--- src/hw/rtl/tfsm_pkg.sv ---
package tfsm_pkg;

   // fixed field widths
   localparam int CMD_W          = 2;
   localparam int ENTRY_INDEX_W  = 7;
   localparam int STATE_W        = 4;
   localparam int EVENT_FIELD_W  = 32;
   localparam int LEN_W          = 8;
   localparam int CSR_INDEX_W    = 2;
   localparam int CSR_DATA_W     = 8;
   localparam int STATE_SPAN     = 1 << STATE_W;

   // parameter defaults
   localparam int DEF_STATE_COUNT     = 16;
   localparam int DEF_MAX_TRANSITIONS = 128;
   localparam int DEF_EVENT_WIDTH     = 32;

   // request commands
   localparam logic [CMD_W-1:0] CMD_LOAD  = 2'd0;
   localparam logic [CMD_W-1:0] CMD_START = 2'd1;
   localparam logic [CMD_W-1:0] CMD_EVENT = 2'd2;

   // result actions
   localparam logic [1:0] ACT_STARTED = 2'd0;
   localparam logic [1:0] ACT_MOVED   = 2'd1;
   localparam logic [1:0] ACT_STAYED  = 2'd2;

   // register indexes
   localparam logic [CSR_INDEX_W-1:0] CSR_TABLE_LENGTH = 2'd0;
   localparam logic [CSR_INDEX_W-1:0] CSR_START_STATE  = 2'd1;

   // next-state select
   localparam logic [1:0] NSEL_HOLD    = 2'd0;
   localparam logic [1:0] NSEL_INITIAL = 2'd1;
   localparam logic [1:0] NSEL_CURRENT = 2'd2;
   localparam logic [1:0] NSEL_DEST    = 2'd3;

   typedef struct packed {
      logic [CMD_W-1:0]         cmd;
      logic [ENTRY_INDEX_W-1:0] entry_index;
      logic [STATE_W-1:0]       entry_old_state;
      logic [STATE_W-1:0]       entry_new_state;
      logic [EVENT_FIELD_W-1:0] entry_event_mask;
      logic [EVENT_FIELD_W-1:0] event_bits;
   } tfsm_req_type;

   typedef struct packed {
      logic [1:0]               action;
      logic [STATE_W-1:0]       from_state;
      logic [STATE_W-1:0]       to_state;
      logic [EVENT_FIELD_W-1:0] event_echo;
   } tfsm_rsp_type;

   typedef struct packed {
      logic       latch_req;
      logic       table_write;
      logic       index_clear;
      logic       index_check;
      logic       ptr_zero;
      logic       ptr_first;
      logic       ptr_inc;
      logic       mem_read;
      logic [1:0] next_sel;
      logic       commit;
   } tfsm_cmd_type;

   typedef struct packed {
      logic [CMD_W-1:0] cmd;
      logic             running;
      logic             walk_skip;
      logic             ptr_end;
      logic             src_match;
      logic             mask_hit;
      logic             out_free;
   } tfsm_status_type;

endpackage

--- src/hw/rtl/tfsm_ctrl.sv ---
module tfsm_ctrl
   import tfsm_pkg::*;
(
   input  logic            clock,
   input  logic            reset,
   input  logic            req_valid,
   output logic            req_ready,
   input  tfsm_status_type status,
   output tfsm_cmd_type    dp_cmd
);

   localparam logic [2:0] ST_IDLE      = 3'd0;
   localparam logic [2:0] ST_SCAN      = 3'd1;
   localparam logic [2:0] ST_SCAN_CHK  = 3'd2;
   localparam logic [2:0] ST_WALK      = 3'd3;
   localparam logic [2:0] ST_WALK_CHK  = 3'd4;
   localparam logic [2:0] ST_DONE      = 3'd5;

   logic [2:0] state_ff;
   logic [2:0] state_in;

   assign req_ready = (state_ff == ST_IDLE);

   always_comb begin
      state_in = state_ff;
      dp_cmd   = '0;
      case (state_ff)
         ST_IDLE: begin
            if (req_valid) begin
               case (status.cmd)
                  CMD_LOAD: begin
                     dp_cmd.table_write = 1'b1;
                  end
                  CMD_START: begin
                     dp_cmd.latch_req   = 1'b1;
                     dp_cmd.index_clear = 1'b1;
                     dp_cmd.ptr_zero    = 1'b1;
                     dp_cmd.next_sel    = NSEL_INITIAL;
                     state_in           = ST_SCAN;
                  end
                  CMD_EVENT: begin
                     if (status.running) begin
                        dp_cmd.latch_req = 1'b1;
                        dp_cmd.next_sel  = NSEL_CURRENT;
                        if (status.walk_skip) begin
                           state_in = ST_DONE;
                        end else begin
                           dp_cmd.ptr_first = 1'b1;
                           state_in         = ST_WALK;
                        end
                     end
                  end
                  default: begin
                  end
               endcase
            end
         end
         ST_SCAN: begin
            if (status.ptr_end) begin
               state_in = ST_DONE;
            end else begin
               dp_cmd.mem_read = 1'b1;
               state_in        = ST_SCAN_CHK;
            end
         end
         ST_SCAN_CHK: begin
            dp_cmd.index_check = 1'b1;
            dp_cmd.ptr_inc     = 1'b1;
            state_in           = ST_SCAN;
         end
         ST_WALK: begin
            if (status.ptr_end) begin
               state_in = ST_DONE;
            end else begin
               dp_cmd.mem_read = 1'b1;
               state_in        = ST_WALK_CHK;
            end
         end
         ST_WALK_CHK: begin
            if (!status.src_match) begin
               state_in = ST_DONE;
            end else if (status.mask_hit) begin
               dp_cmd.next_sel = NSEL_DEST;
               state_in        = ST_DONE;
            end else begin
               dp_cmd.ptr_inc = 1'b1;
               state_in       = ST_WALK;
            end
         end
         ST_DONE: begin
            if (status.out_free) begin
               dp_cmd.commit = 1'b1;
               state_in      = ST_IDLE;
            end
         end
         default: begin
            state_in = ST_IDLE;
         end
      endcase
   end

   always_ff @(posedge clock) begin
      if (reset) begin
         state_ff <= ST_IDLE;
      end else begin
         state_ff <= state_in;
      end
   end

endmodule

--- config.mk ---
export PLATFORM = sky130hd
export DESIGN_NAME = tfsm_ctrl
export DESIGN_NICKNAME = d
export VERILOG_FILES = /design/src/hw/rtl/tfsm_pkg.sv /design/src/hw/rtl/tfsm_ctrl.sv
export SDC_FILE = /design/constraint.sdc
export NUM_CORES = 1
export LEC_CHECK = 0
export BUFFER_PORTS_ARGS = -buffer_cell sky130_fd_sc_hd__buf_4
export CAP_MARGIN = 20
export CELL_PAD_IN_SITES_DETAIL_PLACEMENT = 1
export CELL_PAD_IN_SITES_GLOBAL_PLACEMENT = 1
export CORE_MARGIN = 4
export CORE_UTILIZATION = 33
export CTS_BUF_LIST = sky130_fd_sc_hd__clkbuf_2 sky130_fd_sc_hd__clkbuf_4 sky130_fd_sc_hd__clkbuf_8
export DETAILED_ROUTE_END_ITERATION = 8
export MAX_ROUTING_LAYER = met4
export PLACE_DENSITY = 0.95
export SYNTH_ARGS = -nofsm -noshare
export SYNTH_HDL_FRONTEND = slang
export SYNTH_SLANG_ARGS = --single-unit
--- constraint.sdc ---
create_clock -name clock -period 2.25 [get_ports clock]
set_input_delay 0.1125 -clock clock [delete_from_list [all_inputs] [get_ports clock]]
set_output_delay 0.1125 -clock clock [all_outputs]
set_load 0.05 [all_outputs]
==> results.md <==
* Max rail drop VDD at 268 µV
* # setup viols final at 0
* CTS Root Cell: clkbuf_4
* Core area at 0.00119 mm²
* Share of cells above drive strength 1 at 42.3%
* Final-layout fill cell count at 144
* Worst path max stage delay at 0.55 ns
* Top flop regs: state_ff: 3 flops
* Total Routing Usage GR at 15.7%
* Antenna Cells at 0
* Global route total overflow at 0
* Asr flop ratio synth at 0%
* Number of flops mapped to enable cells by yosys at 0
* Critical path endpoint category: primary output
* Worst-Margin Slew at 0.403 ns
* Final HPWL DP at 1080 µm
* Num ports at 23
* Seq. cell area at 60.1 µm²
* Post-CTS resize count at 0
* Critical path fanouts, max at 12
* Arrival @ worst endpoint at 1.58 ns
* Most frequent cells in the layout: buf_4, a21oi_1, nand2_1
* Yosys top cell by area: dfxtp_1
* Max FFs per register at 3
* Cell Rows at 12
* Vias in the first global route at 462
* Largest net degree at the start of global routing at 13
* Mapped Cells at 55
* Min Tclk post-route at 1.70 ns
* Max Buffers Root-to-Sink at 2
* Post-Syn Area at 442 µm²
* Worst hold slack at 0.111 ns
* Total negative slack at 0 ns
* Routed via count at 497
* Critical path class: flop to primary output
* Die height at 44.6 µm
* First-pass GRT wire length at 2220 µm
* Syn_nets at 70
* Final period util at 75.4%
* Most flops, register: state_ff
* Seq/Total Area, Yosys at 13.6%
* Area fraction of the dominant cell type after synthesis at 13.6%
* Final Max Slew Viols at 0
* Port-buffer cells at 22
* Final Util at 52.2%
* Slew margin rel. at 72.8%
* Required @ worst endpoint at 2.14 ns
* Final wirelength at 1370 µm
* Cts hold-fix bufs at 0
* Htree depth at 1
* Area of the multi-input gates at 335 µm²
* Initial DRT Pass Iterations at 4
* Clock skew at 0.00527 ns
* Synth area leaders: dfxtp_1, ha_1, clkbuf_8
* MaxCap Viol Count at 0
* Clk pin slew, worst setup/hold paths at 0.04 ns
* Crit-path cells: and2b_2 -> or2b_2 -> inv_1 -> buf_4
* Post-synth cell types at 29
* Starting Density at 37.2%
* Full die area at 0.00199 mm²
* Drt drc at 0
* Routed length per instance at 14.9 µm
* Die W at 44.6 µm
* Number of DRC markers in iteration 0 at 11
* Crit start category: flop
* Nets at 94
* Worst min path class: primary input to flop
* Yosys reg bits at 3
* Final hold vios at 0
* Post-CTS Setup Bufs at 0
* Tot Pwr at 377 µW
* Main synth FF type: dfxtp_1
* Power Density at 609 mW/mm²
* TritonCTS clock tree: done
* Status: finished, final reports clean
* Sinks on Clock Net at 3
* Most common cell after layout, fill and taps aside: buf_4
* P&R area growth vs syn at 40.2%
* Crit path max-delay cell type: dfxtp_1
* Initial antenna violation count at 0
* Clock latency on the worst-skew pair at 0.24 ns
* LEAKAGE at 0.000306 µW
* Antenna viol nets, final at 0
* Syn_area_per_cell at 8.03 µm²
* RePlAce Congestion at 0.803
* Total of warnings raised by yosys at 0
* RSZ-0062 raised after global routing: no
* Max frequency at 590 MHz
* Vias/cell at 5.40
* Num CTS Buffers at 3
[Yosys cell counts (2+ instances only)]
cell and number:
a21oi_1 5, ha_1 4, or3b_1 2, nand3_1 2, nor2b_1 2, and3_1 3, nand3b_1 2, inv_1 3
nor2_1 4, nand2_1 5, clkbuf_8 2, nor3b_1 2, dfxtp_1 3
[power by group]
part	leakage [µW]	internal [µW]	switching (µW)	total (µW)
logic	0.000263	68.3	120	188
registers	0.0000244	59.8	18.6	78.5
clock network	0.0000184	78.7	31.9	111
total	0.000306	207	170	377
[kinds of logic after synthesis]
family / after synthesis / synth area share (%)
flops: 3 / 13.6
buf+inv: 6 / 10.5
mux: 1 / 2.55
fa+ha+maj: 4 / 11.3
simple gates: 29 / 39.7
compound gates: 12 / 22.4
[layer usage]
layer	GRT usage, %	wire length [µm]
met1	19.5	630
met2	23.8	648
met3	4.88	94
met4	5.42	0
met5	-	0
[final timing paths]
kind,startpoint,end,slack [ns],depth (start not counted)
max,state_ff[0],dp_cmd[3],0.55,4
min,status[0],state_ff[0],0.11,2
max reg2reg,state_ff[0],state_ff[0],0.81,3
min reg2reg,state_ff[1],state_ff[1],0.59,1
[stage by stage]
stage          std cells  area, µm²  worst slack, ns
2_1_floorplan         55        442            0.231
3_3_place_gp          88        589            0.783
3_5_place_dp          88        589            0.691
4_1_cts               92        619            0.546
5_1_grt               92        619            0.379
6_report              92        619            0.554
[final cells by class]
| cell class | instances | share of cell area (%) |
|---|---|---|
| multi-input cells | 46 | 54.1 |
| flip-flops and latches | 3 | 9.70 |
| well taps | 14 | 2.83 |
| clock buffers | 4 | 4.85 |
| repair buffers | 22 | 26.7 |
| inverters | 3 | 1.82 |
[worst max-delay path, delay by kind of cell, from the launching register on]
kind / cells / cell delay, ns
and+or+nand+nor: 2 / 0.54
buffers and inverters: 2 / 0.25
DFF: 1 / 0.55
No activity file was read; power rests on OpenSTA's default activity.
